[config.mk]
export PLATFORM = sky130hd
export DESIGN_NAME = compacting_array_delete_flat
export DESIGN_NICKNAME = d
export VERILOG_FILES = /design/src/design/cad_pkg.sv /design/src/design/cad_if.sv /design/src/design/cad_seq.sv /design/src/design/compacting_array_delete.sv /design/src/flat_wrapper.sv
export SDC_FILE = /design/constraint.sdc
export NUM_CORES = 1
export LEC_CHECK = 0
export BUFFER_PORTS_ARGS = -buffer_cell sky130_fd_sc_hd__buf_2
export CORE_MARGIN = 1
export CORE_UTILIZATION = 40
export CTS_CLUSTER_DIAMETER = 150
export DETAILED_ROUTE_END_ITERATION = 10
export SLEW_MARGIN = 20
export SYNTH_ARGS = -nofsm -noshare
export SYNTH_HDL_FRONTEND = slang
export SYNTH_SLANG_ARGS = --single-unit
[constraint.sdc]
create_clock -name clk_i -period 5.77 [get_ports clk_i]
set_input_delay 0.577 -clock clk_i [delete_from_list [all_inputs] [get_ports clk_i]]
set_output_delay 0.577 -clock clk_i [all_outputs]
set_load 0.1 [all_outputs]
[src/design/cad_pkg.sv]
package cad_pkg;

  localparam int ActW    = 3;
  localparam int PosW    = 4;
  localparam int DataW   = 32;
  localparam int CntOutW = 5;
  localparam int StatW   = 2;
  localparam int StepW   = 4;

  typedef enum logic [ActW-1:0] {
    ACT_APPEND    = 3'd0,
    ACT_DEL_AT    = 3'd1,
    ACT_DEL_FIRST = 3'd2,
    ACT_DEL_LAST  = 3'd3,
    ACT_DEL_VALUE = 3'd4,
    ACT_READ      = 3'd5
  } action_e;

  typedef enum logic [StatW-1:0] {
    ST_OK        = 2'd0,
    ST_FULL      = 2'd1,
    ST_RANGE     = 2'd2,
    ST_NOT_FOUND = 2'd3
  } status_e;

  typedef logic [StepW-1:0] step_t;

  localparam step_t UpcFetch    = 4'd0;
  localparam step_t UpcDecode   = 4'd1;
  localparam step_t UpcAppend   = 4'd2;
  localparam step_t UpcRdIssue  = 4'd3;
  localparam step_t UpcRdTake   = 4'd4;
  localparam step_t UpcDropLast = 4'd5;
  localparam step_t UpcLoopRd   = 4'd6;
  localparam step_t UpcLoopStep = 4'd7;
  localparam step_t UpcLoopEnd  = 4'd8;
  localparam step_t UpcDone     = 4'd9;

  typedef enum logic [3:0] {
    CMD_NOP       = 4'd0,
    CMD_FETCH     = 4'd1,
    CMD_DECODE    = 4'd2,
    CMD_APPEND    = 4'd3,
    CMD_RD_ISSUE  = 4'd4,
    CMD_RD_TAKE   = 4'd5,
    CMD_DROP_LAST = 4'd6,
    CMD_LOOP_RD   = 4'd7,
    CMD_LOOP_STEP = 4'd8,
    CMD_LOOP_END  = 4'd9,
    CMD_EMIT      = 4'd10
  } cmd_e;

  typedef enum logic [2:0] {
    JMP_NEXT     = 3'd0,
    JMP_GOTO     = 3'd1,
    JMP_WAIT_IN  = 3'd2,
    JMP_WAIT_OUT = 3'd3,
    JMP_DISPATCH = 3'd4,
    JMP_LOOP     = 3'd5
  } cond_e;

  typedef struct packed {
    cmd_e  cmd;
    cond_e cond;
    step_t target;
  } uword_t;

  typedef struct packed {
    logic  accept;
    logic  out_busy;
    logic  loop_more;
    step_t dispatch;
  } seq_flags_t;

  function automatic uword_t ucode(step_t step);
    uword_t w;
    unique case (step)
      UpcFetch:    w = '{cmd: CMD_FETCH,     cond: JMP_WAIT_IN,  target: UpcDecode};
      UpcDecode:   w = '{cmd: CMD_DECODE,    cond: JMP_DISPATCH, target: UpcDone};
      UpcAppend:   w = '{cmd: CMD_APPEND,    cond: JMP_GOTO,     target: UpcDone};
      UpcRdIssue:  w = '{cmd: CMD_RD_ISSUE,  cond: JMP_NEXT,     target: UpcRdTake};
      UpcRdTake:   w = '{cmd: CMD_RD_TAKE,   cond: JMP_GOTO,     target: UpcDone};
      UpcDropLast: w = '{cmd: CMD_DROP_LAST, cond: JMP_GOTO,     target: UpcDone};
      UpcLoopRd:   w = '{cmd: CMD_LOOP_RD,   cond: JMP_NEXT,     target: UpcLoopStep};
      UpcLoopStep: w = '{cmd: CMD_LOOP_STEP, cond: JMP_LOOP,     target: UpcLoopRd};
      UpcLoopEnd:  w = '{cmd: CMD_LOOP_END,  cond: JMP_NEXT,     target: UpcDone};
      UpcDone:     w = '{cmd: CMD_EMIT,      cond: JMP_WAIT_OUT, target: UpcFetch};
      default:     w = '{cmd: CMD_NOP,       cond: JMP_GOTO,     target: UpcFetch};
    endcase
    return w;
  endfunction

endpackage

[src/design/cad_if.sv]
interface cad_in_if;
  import cad_pkg::*;

  logic               valid;
  logic               ready;
  logic [ActW-1:0]    action;
  logic [PosW-1:0]    position;
  logic signed [DataW-1:0] value;

  modport source (output valid, action, position, value, input ready);
  modport sink   (input valid, action, position, value, output ready);
endinterface

interface cad_out_if;
  import cad_pkg::*;

  logic                    valid;
  logic                    ready;
  logic [CntOutW-1:0]      entry_count;
  logic signed [DataW-1:0] read_value;
  logic [CntOutW-1:0]      removed;
  logic [StatW-1:0]        status;

  modport source (output valid, entry_count, read_value, removed, status, input ready);
  modport sink   (input valid, entry_count, read_value, removed, status, output ready);
endinterface

[src/design/cad_seq.sv]
module cad_seq (
  input  logic                clk_i,
  input  logic                rst_ni,
  input  cad_pkg::seq_flags_t flags_i,
  output cad_pkg::uword_t     uword_o
);
  import cad_pkg::*;

  step_t  upc_q, upc_d;
  uword_t uw;

  assign uw      = ucode(upc_q);
  assign uword_o = uw;

  always_comb begin
    case (uw.cond)
      JMP_NEXT:     upc_d = upc_q + step_t'(1);
      JMP_GOTO:     upc_d = uw.target;
      JMP_WAIT_IN:  upc_d = flags_i.accept ? uw.target : upc_q;
      JMP_WAIT_OUT: upc_d = flags_i.out_busy ? upc_q : uw.target;
      JMP_DISPATCH: upc_d = flags_i.dispatch;
      JMP_LOOP:     upc_d = flags_i.loop_more ? uw.target : upc_q + step_t'(1);
      default:      upc_d = UpcFetch;
    endcase
  end

  always_ff @(posedge clk_i or negedge rst_ni) begin
    if (!rst_ni) begin
      upc_q <= UpcFetch;
    end else begin
      upc_q <= upc_d;
    end
  end

endmodule

[src/design/compacting_array_delete.sv]
// Packed array of up to CAPACITY signed 32-bit entries with append, read and
// deletes that close the gap. One operation is in flight at a time; each gives
// exactly one result. Each operation passes the fetch and decode steps after
// the input transfer; append, read and delete last then run their own steps,
// while any operation that fails its check (full, empty, index out of range) or
// has an unused code goes straight to the result step. Delete at index, delete
// first and delete value walk the entries from the start place (the index, or
// 0) to the end, each entry taking an entry memory read step and then a
// conditional write back step. The result sits in an output register, so the
// next operation is taken while it waits; the sequencer holds in its result step
// only while that register is full and not yet taken. No clearing pass after reset.
module compacting_array_delete #(
  parameter int CAPACITY = 16
) (
  input logic             clk_i,
  input logic             rst_ni,
  cad_in_if.sink          req_i,
  cad_out_if.source       rsp_o
);
  import cad_pkg::*;

  localparam int CntW  = $clog2(CAPACITY + 1);
  localparam int AddrW = $clog2(CAPACITY);
  localparam int CmpW  = (CntW > PosW) ? CntW : PosW;

  uword_t     uw;
  seq_flags_t flags;

  logic [CntW-1:0]   held_q, held_d;
  logic [CntW-1:0]   src_q, dst_q, gone_q;
  logic [ActW-1:0]   act_q;
  logic [PosW-1:0]   pos_q;
  logic [DataW-1:0]  val_q, rdv_q, rdata_q;
  status_e           status_q, status_dec;
  step_t             dispatch;

  logic [DataW-1:0]  mem_q [CAPACITY];
  logic              mem_we;
  logic [AddrW-1:0]  mem_waddr, mem_raddr;
  logic [DataW-1:0]  mem_wdata;

  logic                out_valid_q;
  logic [CntOutW-1:0]  out_count_q, out_removed_q;
  logic [DataW-1:0]    out_read_q;
  logic [StatW-1:0]    out_status_q;

  logic              accept, out_busy, out_load;
  logic              full, empty, oor, val_mode, drop, keep, loop_more;
  logic [CmpW-1:0]   pos_w, held_w;
  logic [CntW-1:0]   src_inc;

  cad_seq u_seq (
    .clk_i   (clk_i),
    .rst_ni  (rst_ni),
    .flags_i (flags),
    .uword_o (uw)
  );

  assign req_i.ready = (uw.cmd == CMD_FETCH);
  assign accept      = req_i.valid && req_i.ready;
  assign out_busy    = out_valid_q && !rsp_o.ready;
  assign out_load    = (uw.cmd == CMD_EMIT) && !out_busy;

  assign pos_w    = CmpW'(pos_q);
  assign held_w   = CmpW'(held_q);
  assign full     = held_q >= CntW'(CAPACITY);
  assign empty    = (held_q == '0);
  assign oor      = pos_w >= held_w;
  assign val_mode = (act_q == ACT_DEL_VALUE);
  // index deletes drop the entry at the start place, where src and dst still meet
  assign drop     = val_mode ? (rdata_q == val_q) : (src_q == dst_q);
  assign keep     = !drop;
  assign src_inc  = src_q + CntW'(1);
  assign loop_more = src_inc < held_q;

  always_comb begin
    dispatch   = UpcDone;
    status_dec = ST_OK;
    case (act_q)
      ACT_APPEND: begin
        if (full) status_dec = ST_FULL;
        else dispatch = UpcAppend;
      end
      ACT_DEL_AT: begin
        if (oor) status_dec = ST_RANGE;
        else dispatch = UpcLoopRd;
      end
      ACT_DEL_FIRST, ACT_DEL_VALUE: begin
        if (empty) status_dec = ST_RANGE;
        else dispatch = UpcLoopRd;
      end
      ACT_DEL_LAST: begin
        if (empty) status_dec = ST_RANGE;
        else dispatch = UpcDropLast;
      end
      ACT_READ: begin
        if (oor) status_dec = ST_RANGE;
        else dispatch = UpcRdIssue;
      end
      default: begin
        dispatch   = UpcDone;
        status_dec = ST_OK;
      end
    endcase
  end

  assign flags = '{accept: accept, out_busy: out_busy, loop_more: loop_more,
                   dispatch: dispatch};

  always_comb begin
    mem_we    = 1'b0;
    mem_waddr = dst_q[AddrW-1:0];
    mem_wdata = rdata_q;
    mem_raddr = src_q[AddrW-1:0];
    held_d    = held_q;
    unique case (uw.cmd)
      CMD_APPEND: begin
        mem_we    = 1'b1;
        mem_waddr = held_q[AddrW-1:0];
        mem_wdata = val_q;
        held_d    = held_q + CntW'(1);
      end
      CMD_RD_ISSUE:  mem_raddr = pos_w[AddrW-1:0];
      CMD_DROP_LAST: held_d = held_q - CntW'(1);
      CMD_LOOP_STEP: mem_we = keep;
      CMD_LOOP_END:  held_d = dst_q;
      default: begin
        mem_we = 1'b0;
      end
    endcase
  end

  always_ff @(posedge clk_i) begin
    if (mem_we) begin
      mem_q[mem_waddr] <= mem_wdata;
    end
    rdata_q <= mem_q[mem_raddr];
  end

  always_ff @(posedge clk_i) begin
    if (accept) begin
      act_q  <= req_i.action;
      pos_q  <= req_i.position;
      val_q  <= req_i.value;
      gone_q <= '0;
      rdv_q  <= '0;
    end
    unique case (uw.cmd)
      CMD_DECODE: begin
        status_q <= status_dec;
        if (act_q == ACT_DEL_AT) begin
          src_q <= pos_w[CntW-1:0];
          dst_q <= pos_w[CntW-1:0];
        end else begin
          src_q <= '0;
          dst_q <= '0;
        end
      end
      CMD_RD_TAKE:   rdv_q <= rdata_q;
      CMD_DROP_LAST: gone_q <= CntW'(1);
      CMD_LOOP_STEP: begin
        src_q <= src_inc;
        if (keep) dst_q <= dst_q + CntW'(1);
      end
      CMD_LOOP_END: begin
        gone_q <= held_q - dst_q;
        if (val_mode && (held_q == dst_q)) status_q <= ST_NOT_FOUND;
      end
      default: begin
      end
    endcase
    if (out_load) begin
      out_count_q   <= CntOutW'(held_q);
      out_read_q    <= rdv_q;
      out_removed_q <= CntOutW'(gone_q);
      out_status_q  <= status_q;
    end
  end

  always_ff @(posedge clk_i or negedge rst_ni) begin
    if (!rst_ni) begin
      held_q      <= '0;
      out_valid_q <= 1'b0;
    end else begin
      held_q <= held_d;
      if (out_load) begin
        out_valid_q <= 1'b1;
      end else if (rsp_o.ready) begin
        out_valid_q <= 1'b0;
      end
    end
  end

  assign rsp_o.valid       = out_valid_q;
  assign rsp_o.entry_count = out_count_q;
  assign rsp_o.read_value  = out_read_q;
  assign rsp_o.removed     = out_removed_q;
  assign rsp_o.status      = out_status_q;

endmodule

[src/flat_wrapper.sv]
// flat-port wrapper written by rule: the top's interface ports become plain ports
module compacting_array_delete_flat import cad_pkg::*;
#(
  parameter int CAPACITY = 16
)
  (clk_i, rst_ni, req_i_valid, req_i_action, req_i_position, req_i_value, req_i_ready, rsp_o_valid, rsp_o_entry_count, rsp_o_read_value, rsp_o_removed, rsp_o_status, rsp_o_ready);
  cad_in_if req_i_i ();
  cad_out_if rsp_o_i ();
  input logic clk_i;
  input logic rst_ni;
  input wire logic [$bits(req_i_i.valid)-1:0] req_i_valid;
  input wire logic [$bits(req_i_i.action)-1:0] req_i_action;
  input wire logic [$bits(req_i_i.position)-1:0] req_i_position;
  input wire logic [$bits(req_i_i.value)-1:0] req_i_value;
  output wire logic [$bits(req_i_i.ready)-1:0] req_i_ready;
  output wire logic [$bits(rsp_o_i.valid)-1:0] rsp_o_valid;
  output wire logic [$bits(rsp_o_i.entry_count)-1:0] rsp_o_entry_count;
  output wire logic [$bits(rsp_o_i.read_value)-1:0] rsp_o_read_value;
  output wire logic [$bits(rsp_o_i.removed)-1:0] rsp_o_removed;
  output wire logic [$bits(rsp_o_i.status)-1:0] rsp_o_status;
  input wire logic [$bits(rsp_o_i.ready)-1:0] rsp_o_ready;
  assign req_i_i.valid = req_i_valid;
  assign req_i_i.action = req_i_action;
  assign req_i_i.position = req_i_position;
  assign req_i_i.value = req_i_value;
  assign req_i_ready = req_i_i.ready;
  assign rsp_o_valid = rsp_o_i.valid;
  assign rsp_o_entry_count = rsp_o_i.entry_count;
  assign rsp_o_read_value = rsp_o_i.read_value;
  assign rsp_o_removed = rsp_o_i.removed;
  assign rsp_o_status = rsp_o_i.status;
  assign rsp_o_i.ready = rsp_o_ready;
  compacting_array_delete #(.CAPACITY(CAPACITY)) u_core (.clk_i(clk_i), .rst_ni(rst_ni), .req_i(req_i_i), .rsp_o(rsp_o_i));
endmodule
==> metrics.md, run 1 <==
| Metric | Value |
|---|---|
| # port buffers | 88 |
| CTS Buffer Depth | 3 |
| Worst-margin pin slew | 1.13 ns |
| R2R Path End | u_core.mem_q[9][27] |
| First-pass GRT wire length | 120,000 um |
| Full die area | 79,100 um2 |
| Cell area after synthesis | 31,200 um2 |
| Synth Area in XOR/XNOR | 1.46% |
| Clock Skew | 0.0256 ns |
| Setup tns final | 0 ns |
| Initial antenna violation count | 5 |
| Synth Flop Type | edfxtp_1 |
| DR vias/cell | 5.91 |
| Io pins | 89 |
| CP peak stage delay | 0.78 ns |
| Final hold vios | 0 |
| Post-Synth Simple-Gate Area | 3.43% |
| Hold Crit Depth | 1 |
| Hold Path Class | in2reg |
| Worst Setup SP | u_core.u_seq.upc_q[0] |
| Clk Latency, worst-skew pair | 0.62 ns |
| Hold WS | 0.143 ns |
| H-tree levels | 3 |
| Hpwl dp | 51,700 um |
| RSZ-0062 raised after global routing | no |
| Resized Gates After CTS | 0 |
| Vias in the first global route | 17.4k |
| Largest family of logic cells by synthesized area | multiplexers |
| EDFF count, synth | 644 |
| Final worst path period need | 4.48 ns |
| Root Buffer Master | clkbuf_16 |
| Worst Path Required | 6.07 ns |
| Crit Path Class | reg2reg |
| Synth Area in Compound Gates | 4.93% |
| GRT Total Usage | 21.0% |
| Synth Area in Adders | 1.05% |
| GRT overflow | 0 |
| Layout cells sized above 1 | 29.7% |
| Num CTS Buffers | 70 |
| CP max FO | 23 |
| Slew HR | 24.8% |
| Area grow syn2layout | 12.9% |
| Placed instance area | 32,900 um2 |
| Crit end category | flop |
| Core Area | 77,300 um2 |
| Worst R2R Start | u_core.u_seq.upc_q[0] |
| Syn nets | 1,791 |
| Setup repair bufs after CTS | 0 |
| Via count | 17.1k |
| Max-slew violations | 0 |
| Register area share after synthesis | 64.8% |
| Antenna viol nets, final | 0 |
| Final worst-path cycle share | 77.7% |
| YS warnings | 0 |
| Drt first pass iters | 5 |
| Reg area | 20,200 um2 |
| Post-synth ARST share | 1.46% |
| Outcome | complete, no violations |
| Largest net degree at the start of global routing | 134 |
| Post-synthesis cell type count | 66 |
| Clock slew at reported path FFs | 0.06 ns |
| Gate Count Post-Synth | 1,723 |
| Peak supply drop | 0.000385 V |
| # DRC | 0 |
| Setup-failing EPs final | 0 |
| Drt wl/cell | 28.2 um |
| Die Y | 281 um |
| Mean Syn Cell Area | 18.1 um2 |
| F_max | 0.223 GHz |
| Buffers & Inverters on Critical Path | 3 |
| Multiplexer share of the synthesized area | 22.1% |
| Power Dens Cells | 579 nW/um2 |
| Layout net count | 1,869 |
| CP arrival | 4.79 ns |
| Die width | 281 um |
| End of the worst hold path | u_core.val_q[22] |
| Slowest stage cell, crit path | nor4b_4 |
| Iteration-0 DRC Markers | 1,757 |
| CTS tree | yes |
| Sequence of cells on the critical path | inv_1 > ha_1 > nand2b_1 > a21oi_1 > nor4b_4 > buf_4 > mux2i_1 > nand2b_1 > nor2_4 > buf_4 |
| Worst reg-to-reg path cell count | 10 |
| Final Cell Area | 35,200 um2 |
| RePlAce Congestion | 0.849 |
| CP top delay family | simple AND/OR/NAND/NOR gates |
| Initial Util | 40.4% |
| Critical Path Start Type | flop |
| Final WL | 81,500 um |
| Min-delay src | req_i_value[22] |
| Clock sinks | 686 |
| Multi-input logic area | 10,400 um2 |
| FF+latch count, synth | 686 |
| Row count | 102 |
| Flop-to-flop setup slack | 1.29 ns |
| Filler Cells Inserted | 6,605 |
| Leakage | 11.6 nW |
| Maxcap violations | 0 |
-- layout make-up --
cell class                      count  area share (%)
Sequential cell                   686            57.4
Multi-Input combinational cell    862            29.6
Inverter                           55           0.593
Timing Repair Buffer              126            2.21
Tap cell                         1040            3.69
Clock inverter                     33            1.09
Antenna cell                        1         0.00710
Clock buffer                       92            5.47
-- logic make-up (layout without fill, tap and decap cells) --
family / count (synthesis) / in the layout
multiplexers: 365 / 365
adder cells (fa/ha/maj): 25 / 25
flip-flops: 686 / 686
other: 0 / 1
buffers and inverters: 175 / 306
AND/OR/NAND/NOR: 198 / 198
AO/OA/AOI/OAI: 222 / 222
XOR/XNOR: 52 / 52
-- through the flow --
stage                     std cells  power, mW  setup WS [ns]  utilization [%]
after global routing           2894       21.3          0.932             45.6
after CTS                      2894       20.5           1.29             45.6
after floorplan                1723       13.2          0.615                -
after global placement         2768       15.7           1.41             42.6
after detailed placement       2768       15.9           1.26             42.6
final                          2895       20.4           1.29             45.6
-- how the worst max path moves through the flow --
stage | endpoint | slack [ns] | depth (start not counted)
2_1_floorplan | u_core.rsp_o.entry_count[0] | 0.61 | 6
3_3_place_gp | u_core.mem_q[9][14] | 1.41 | 10
3_5_place_dp | u_core.mem_q[9][31] | 1.26 | 10
4_1_cts | u_core.mem_q[9][27] | 1.29 | 10
5_1_grt | u_core.mem_q[9][27] | 0.93 | 10
6_report | u_core.mem_q[9][27] | 1.29 | 10
-- layout by cell type, fill, tap and decap left out, drive strengths merged, types with 12 or more instances in the layout --
cell type and count:
edfxtp 644, mux4 254, buf 125, clkbuf 92, mux2i 75, nor2 69, inv 59, a21oi 52
xnor2 40, mux2 36, and2 36, a211oi 35, a221oi 33, o22ai 32, dfxtp 32, ha 23
nand2 20, o21ai 20, clkinv 19, nand2b 15, xor2 12
-- synthesized netlist by cell type, types with 3 or more instances --
cell type  number  area, um2
clkbuf_1       75        282
o21a_1          5       37.5
buf_2          24        120
xnor2_1        40        350
xor2_1         12        105
a21o_1         10       75.1
nand2_1        20       75.1
nor2b_1         7       43.8
o21ai_0        20        100
mux4_2        254       5720
nand3_1         8       40.0
a31oi_1         3       18.8
o211ai_1        6       45.0
or2_2           4       25.0
mux2_2         36        405
nand4_1         8       50.1
o22ai_1        32        200
inv_1          55        206
dfxtp_1        32        641
nor2_1         63        236
a22o_1          3       26.3
buf_1          19       71.3
a211oi_1       35        263
and3_1          5       31.3
a211o_1         4       35.0
a21oi_1        52        260
a221oi_1       33        289
ha_1           23        288
dfrtp_1        10        250
mux2i_1        74        741
nand2b_1       15       93.8
edfxtp_1      644      19300
nor3_1          9       45.0
and2_1         36        225
nor2_2          6       37.5
-- layer usage --
layer  GRT usage [%]  vias up  share of wire (%)
li1                -     7269                  -
met1            30.9     8989                 44
met2            31.9      766                 46
met3            4.31       93                8.9
met4            4.92        0                1.6
met5               0        -                  0
-- sequential cells by signal (all words and copies together), names as in the netlist --
register,flops
u_core.gone_q,5
u_core.mem_q,512
u_core.rsp_o.read_value,32
u_core.rsp_o.valid,1
u_core.rdata_q,32
u_core.status_q,2
u_core.act_q,3
u_core.held_q,5
u_core.rsp_o.entry_count,5
u_core.val_q,32
u_core.rdv_q,32
u_core.rsp_o.status,2
u_core.dst_q,5
u_core.rsp_o.removed,5
u_core.src_q,5
u_core.u_seq.upc_q,4
u_core.pos_q,4
-- where the power goes --
| group | switching, mW | internal [mW] | leakage, nW |
|---|---|---|---|
| sequential | 0.593 | 7.37 | 6.22 |
| combinational | 5.11 | 2.73 | 4.25 |
| clock | 1.90 | 2.72 | 1.13 |
-- repair_timing --
action,in CTS,in global routing
endpoints found under the hold margin,10,0
hold buffers,1,0
setup endpoints to repair,0,0
Note: power is estimated with default switching activity, not from simulation.
==> inputs of run 2 (changes only) <==
Settings changed: ABC_AREA set to 1.
Clock period 5.77 ns to 4.3 ns, I/O delays scaled along.
==> run 2 against run 1 <==
Cell count increased by 37%; sequential power increased by 36%; non-clock buffer count increased by 90; critical endpoint is now u_core.mem_q[7][24]; maximum frequency increased by 15%; global-route usage increased by 0.29 points; wire length decreased by 1.2%; area after synthesis decreased by 4.0%; critical path type unchanged; sequential cell count unchanged.
==> metrics.md, run 2 <==
| Metric | Value |
|---|---|
| Outcome | complete, no violations |
| Post-synthesis cell type count | 41 |
| Worst-margin pin slew | 1.04 ns |
| Layout cells sized above 1 | 10.8% |
| Reg area | 20,200 um2 |
| Post-Synth Simple-Gate Area | 19.8% |
| Most common cell after layout, fill and taps aside | edfxtp_1 |
| Clock sinks | 686 |
| Antenna viol nets, final | 0 |
| Via count | 20.5k |
| Yosys top cell area share | 64.6% |
| Setup tns final | 0 ns |
| Register area share after synthesis | 67.5% |
| Gate Count Post-Synth | 2,776 |
| Initial Util | 40.7% |
| Worst reg-to-reg path cell count | 9 |
| FF+latch count, synth | 686 |
| Syn nets | 2,844 |
| # port buffers | 88 |
| Layout net count | 3,002 |
| Filler Cells Inserted | 6,620 |
| First-pass GRT wire length | 121,000 um |
| Drt wl/cell | 20.4 um |
| Hold Path Class | in2reg |
| Worst setup margin | 0.390 ns |
| Maxcap violations | 0 |
| Cell area after synthesis | 30,000 um2 |
| Total power | 28.8 mW |
| GRT overflow | 0 |
| YS warnings | 0 |
| Root Buffer Master | clkbuf_16 |
| RePlAce Congestion | 0.875 |
| Most common cell in the netlist | edfxtp_1 |
| Clock Skew | 0.0173 ns |
| Area grow syn2layout | 15.8% |
| Peak supply drop | 0.000639 V |
| Min-delay src | rsp_o_ready |
| Clock slew at reported path FFs | 0.06 ns |
| CTS tree | yes |
| Synth Flop Type | edfxtp_1 |
| Die width | 276 um |
| CP arrival | 4.34 ns |
| Iteration-0 DRC Markers | 2,161 |
| R2R Path End | u_core.mem_q[7][24] |
| Top cells by count, synth | edfxtp_1, nand2_1, nand3_1, inv_1, nand3b_1 |
| CP endpoint | u_core.mem_q[7][24] |
| Flop-to-flop setup slack | 0.39 ns |
| Final worst-path cycle share | 90.9% |
| Final hold vios | 0 |
| Final WL | 80,500 um |
| Drt first pass iters | 6 |
| Core Area | 73,600 um2 |
| Vias in the first global route | 19.6k |
| RSZ-0062 raised after global routing | no |
| Final worst path period need | 3.91 ns |
| Setup repair bufs after CTS | 0 |
| Resized Gates After CTS | 0 |
| Leakage | 14.3 nW |
| Row count | 99 |
| GRT Total Usage | 21.3% |
| Area contributors post-synth | edfxtp_1, nand3_1, nand2_1 |
| CP max FO | 40 |
| F_max | 0.256 GHz |
| Full die area | 76,000 um2 |
| Max FFs per register | 512 |
| Worst R2R Start | u_core.u_seq.upc_q[1] |
| Hold WS | 0.0306 ns |
| Core Util, Final | 47.1% |
| Initial antenna violation count | 1 |
| Synth Area in XOR/XNOR | 1.08% |
| Synth Area in Compound Gates | 1.78% |
| Io pins | 89 |
| Max-slew violations | 0 |
| Reg with most FFs | u_core.mem_q |
| Clk Latency, worst-skew pair | 0.62 ns |
| CTS Buffer Depth | 3 |
| Hpwl dp | 48,600 um |
| Largest net degree at the start of global routing | 104 |
| Num CTS Buffers | 73 |
| Largest family of logic cells by synthesized area | simple AND/OR/NAND/NOR gates |
| Crit end category | flop |
| DR vias/cell | 5.18 |
| Synth area leader | edfxtp_1 |
| EDFF count, synth | 644 |
| Multi-input logic area | 7350 um2 |
| Multiplexer share of the synthesized area | 0% |
| Power Dens Cells | 832 nW/um2 |
| Slew HR | 30.3% |
| Synth Area in Adders | 1.09% |
| Worst Path Required | 4.73 ns |
| H-tree levels | 3 |
| # DRC | 0 |
| Setup-failing EPs final | 0 |
| Setup WS pre-CTS | 0.561 ns |
| Critical Path Start Type | flop |
| Mean Syn Cell Area | 10.8 um2 |
| Most frequent cells in the layout | edfxtp_1, nand3_1, nand2_1 |
| Crit Path Class | reg2reg |
| Worst Setup SP | u_core.u_seq.upc_q[1] |
| N_diodes | 0 |
| Post-synth ARST share | 1.46% |
| Die Y | 276 um |
==> run 2: changes by cell type after synthesis, moves of 41 or more <==
cell      before  now
nand2_1       20  531
mux4_2       254    0
nand3b_1       0   96
nand3_1        8  530
buf_2         24   75
mux2i_1       74    0
a21oi_1       52   11
o21ai_0       20   62
inv_1         55  511
==> run 2: cells by family (layout without fill, tap and decap cells) <==
family,count (synthesis),in the layout
AO/OA/AOI/OAI,98,98
XOR/XNOR,37,37
adder cells (fa/ha/maj),25,25
buffers and inverters,650,867
flip-flops,686,686
AND/OR/NAND/NOR,1280,1280
==> run 2: power breakdown <==
| group | leakage [nW] | internal (mW) | switching (mW) |
|---|---|---|---|
| logic | 6.93 | 3.06 | 8.85 |
| registers | 6.21 | 10.1 | 0.697 |
| clock network | 1.14 | 3.51 | 2.59 |
| total | 14.3 | 16.7 | 12.1 |
==> run 2: repair_timing <==
| action | in CTS | in global routing |
|---|---|---|
| endpoints found under the hold margin | 48 | 0 |
| hold buffers | 39 | 0 |
| endpoints found under the setup margin | 0 | 0 |
==> run 2: stage by stage <==
step	cells	cell area [um2]
after detailed placement	3779	32000
after floorplan	2776	30000
after CTS	3952	34700
final	3952	34700
after global placement	3779	32000
after global routing	3952	34700
==> run 2: routing by layer <==
layer	vias up	global-route usage, %	part of all wire, %
li1	9555	-	-
met1	9913	29.5	43
met2	887	34.0	46
met3	107	3.51	8.2
met4	0	6.70	2.2
met5	-	0	0
==> run 2: layout make-up <==
type | count | share of cell area [%]
Multi-Input combinational cell | 1440 | 21.2
Inverter | 517 | 5.60
Sequential cell | 686 | 58.3
Tap cell | 959 | 3.46
Clock inverter | 35 | 0.851
Timing Repair Buffer | 216 | 4.72
Clock buffer | 99 | 5.85
==> run 2: worst min-delay path by stage <==
stage	to	slack [ns]	cells after the start
3_5_place_dp	u_core.rsp_o.valid	0.34	1
2_1_floorplan	u_core.held_q[0]	0.13	0
3_3_place_gp	u_core.u_seq.upc_q[2]	0.33	1
5_1_grt	u_core.val_q[17]	0.03	1
4_1_cts	u_core.rsp_o.valid	0.01	2
6_report	u_core.rsp_o.valid	0.03	2
==> run 2: worst max-delay path: stages (launching register included) <==
cell	delay, ns
dfrtp_1	0.47
inv_1	0.12
ha_1	0.33
or2_2	0.31
nand2_2	0.22
nor2_1	0.10
nand2_2	0.24
clkinv_1	0.89
o21ai_0	0.68
buf_4	0.33
==> inputs of run 3 (changes only) <==
Settings changed: CELL_PAD_IN_SITES_DETAIL_PLACEMENT set to 1, CELL_PAD_IN_SITES_GLOBAL_PLACEMENT set to 1, PLACE_DENSITY_LB_ADDON set to 0.1.
==> run 3 against run 2 <==
Clock skew up 0.0057 ns; sequential share of layout area decreased by 0.51 points; critical path type unchanged; worst setup slack worse by 0.074 ns; largest power group unchanged; via count increased by 0.95%.
==> metrics.md, run 3 (synthesis gave the netlist of run 2 again) <==
| Metric | Value |
|---|---|
| Setup WS pre-CTS | 0.522 ns |
| CTS Hold Bufs | 41 |
| CTS tree | yes |
| Num CTS Buffers | 78 |
| Cell-internal power | 17.1 mW |
| Antenna viol nets, final | 0 |
| Die width | 276 um |
| Initial antenna violation count | 0 |
| Drt first pass iters | 5 |
| Outcome | complete, no violations |
| Final worst-path cycle share | 92.6% |
| Most common cell after layout, fill and taps aside | edfxtp_1 |
| CP endpoint | u_core.mem_q[1][21] |
| Core Area | 73,600 um2 |
| Switching Power | 12.6 mW |
| Core Util, Final | 47.5% |
| GRT Total Usage | 23.9% |
| DR vias/cell | 5.21 |
| Logic pwr share | 41.3% |
| Worst Setup SP | u_core.u_seq.upc_q[1] |
| Iteration-0 DRC Markers | 1,427 |
| Crit Path Class | reg2reg |
| Switching Share | 42.4% |
| Filler Cells Inserted | 7,870 |
| Critical Path Start Type | flop |
| Setup tns final | 0 ns |
| Layout net count | 3,014 |
| Crit end category | flop |
| Worst Path Required | 4.71 ns |
| Worst reg-to-reg path cell count | 10 |
| Final worst path period need | 3.98 ns |
| Row count | 99 |
| Layout cells sized above 1 | 11.1% |
| CP max FO | 40 |
| Setup-failing EPs final | 0 |
| # port buffers | 88 |
| Drt wl/cell | 22.6 um |
| Final WL | 89,600 um |
| Hold Path Class | in2async |
| Power Dens Cells | 848 nW/um2 |
| Worst setup margin | 0.316 ns |
| Clock sinks | 686 |
| Part of the power in the clock network | 22.0% |
| RePlAce Congestion | 0.833 |
| Hold WS | 0.215 ns |
| H-tree levels | 3 |
| N_diodes | 0 |
| Vias in the first global route | 21.3k |
| Full die area | 76,000 um2 |
| Final hold vios | 0 |
| Worst R2R Start | u_core.u_seq.upc_q[1] |
| R2R Path End | u_core.mem_q[1][21] |
| Clock Skew | 0.0230 ns |
| Leakage | 14.4 nW |
| Clk Latency, worst-skew pair | 0.62 ns |
| Most frequent cells in the layout | edfxtp_1, nand3_1, nand2_1 |
| Max-slew violations | 0 |
| Largest net degree at the start of global routing | 106 |
| Die Y | 276 um |
| Worst-margin pin slew | 0.984 ns |
| Io pins | 89 |
| Slew HR | 34.0% |
| Max FFs per register | 512 |
| Maxcap violations | 0 |
| Via count | 20.7k |
| Resized Gates After CTS | 0 |
| Root Buffer Master | clkbuf_16 |
| Flop-to-flop setup slack | 0.32 ns |
| Peak supply drop | 0.000458 V |
| Area grow syn2layout | 16.8% |
| F_max | 0.251 GHz |
| Register share of total power | 36.7% |
| Hpwl dp | 53,700 um |
| Total power | 29.7 mW |
| RSZ-0062 raised after global routing | no |
| CP arrival | 4.40 ns |
| # DRC | 0 |
| First-pass GRT wire length | 134,000 um |
| Clock slew at reported path FFs | 0.06 ns |
| Reg with most FFs | u_core.mem_q |
| CTS Buffer Depth | 3 |
| GRT overflow | 0 |
| Setup repair bufs after CTS | 0 |
| Initial Util | 40.7% |
==> run 3: power by group through the flow <==
stage | Combinational (mW) | Sequential, mW | Clock, mW
global route | 13.3 | 11.0 | 6.88
CTS | 12.3 | 10.9 | 6.67
global placement | 11.9 | 11.0 | 0
detailed placement | 12.2 | 11.0 | 0
finish | 12.2 | 10.9 | 6.53
floorplan | 6.83 | 11.2 | 0
==> run 3: cell type report <==
type                            instances  area (um2)  area share [%]
Multi-Input combinational cell       1440        7350            21.0
Inverter                              517        1940            5.55
Timing Repair Buffer                  223        1770            5.06
Clock inverter                         40         323           0.923
Clock buffer                          102        2180            6.22
Tap cell                              959        1200            3.43
Sequential cell                       686       20200            57.8
==> run 3: critical path, stage by stage (launching register included) <==
cell,delay (ns)
dfrtp_1,0.47
inv_1,0.14
ha_1,0.33
or2_2,0.31
nand2_2,0.21
nor2_1,0.09
nand2_2,0.14
buf_4,0.33
clkinv_1,0.85
o21ai_0,0.53
buf_4,0.34
==> run 3: worst min-delay path by stage <==
stage / to / slack (ns)
global route: u_core.held_q[4] / 0.25
global placement: u_core.u_seq.upc_q[2] / 0.33
CTS: u_core.held_q[4] / 0.19
detailed placement: u_core.u_seq.upc_q[2] / 0.32
floorplan: u_core.held_q[0] / 0.13
finish: u_core.held_q[4] / 0.22
==> run 3: per-layer routing <==
layer	share of wire [%]	vias to the layer above	global-route usage [%]
met2	47	512	38.9
met5	0	-	0
met1	46	10400	33.4
met3	4.9	129	3.43
met4	2.2	0	6.31
li1	-	9580	-
==> run 3: per-stage QoR <==
stage	area, um2	cells
global placement	32100	3784
CTS	35000	3967
global route	35000	3967
detailed placement	32100	3784
floorplan	30000	2776
finish	35000	3967
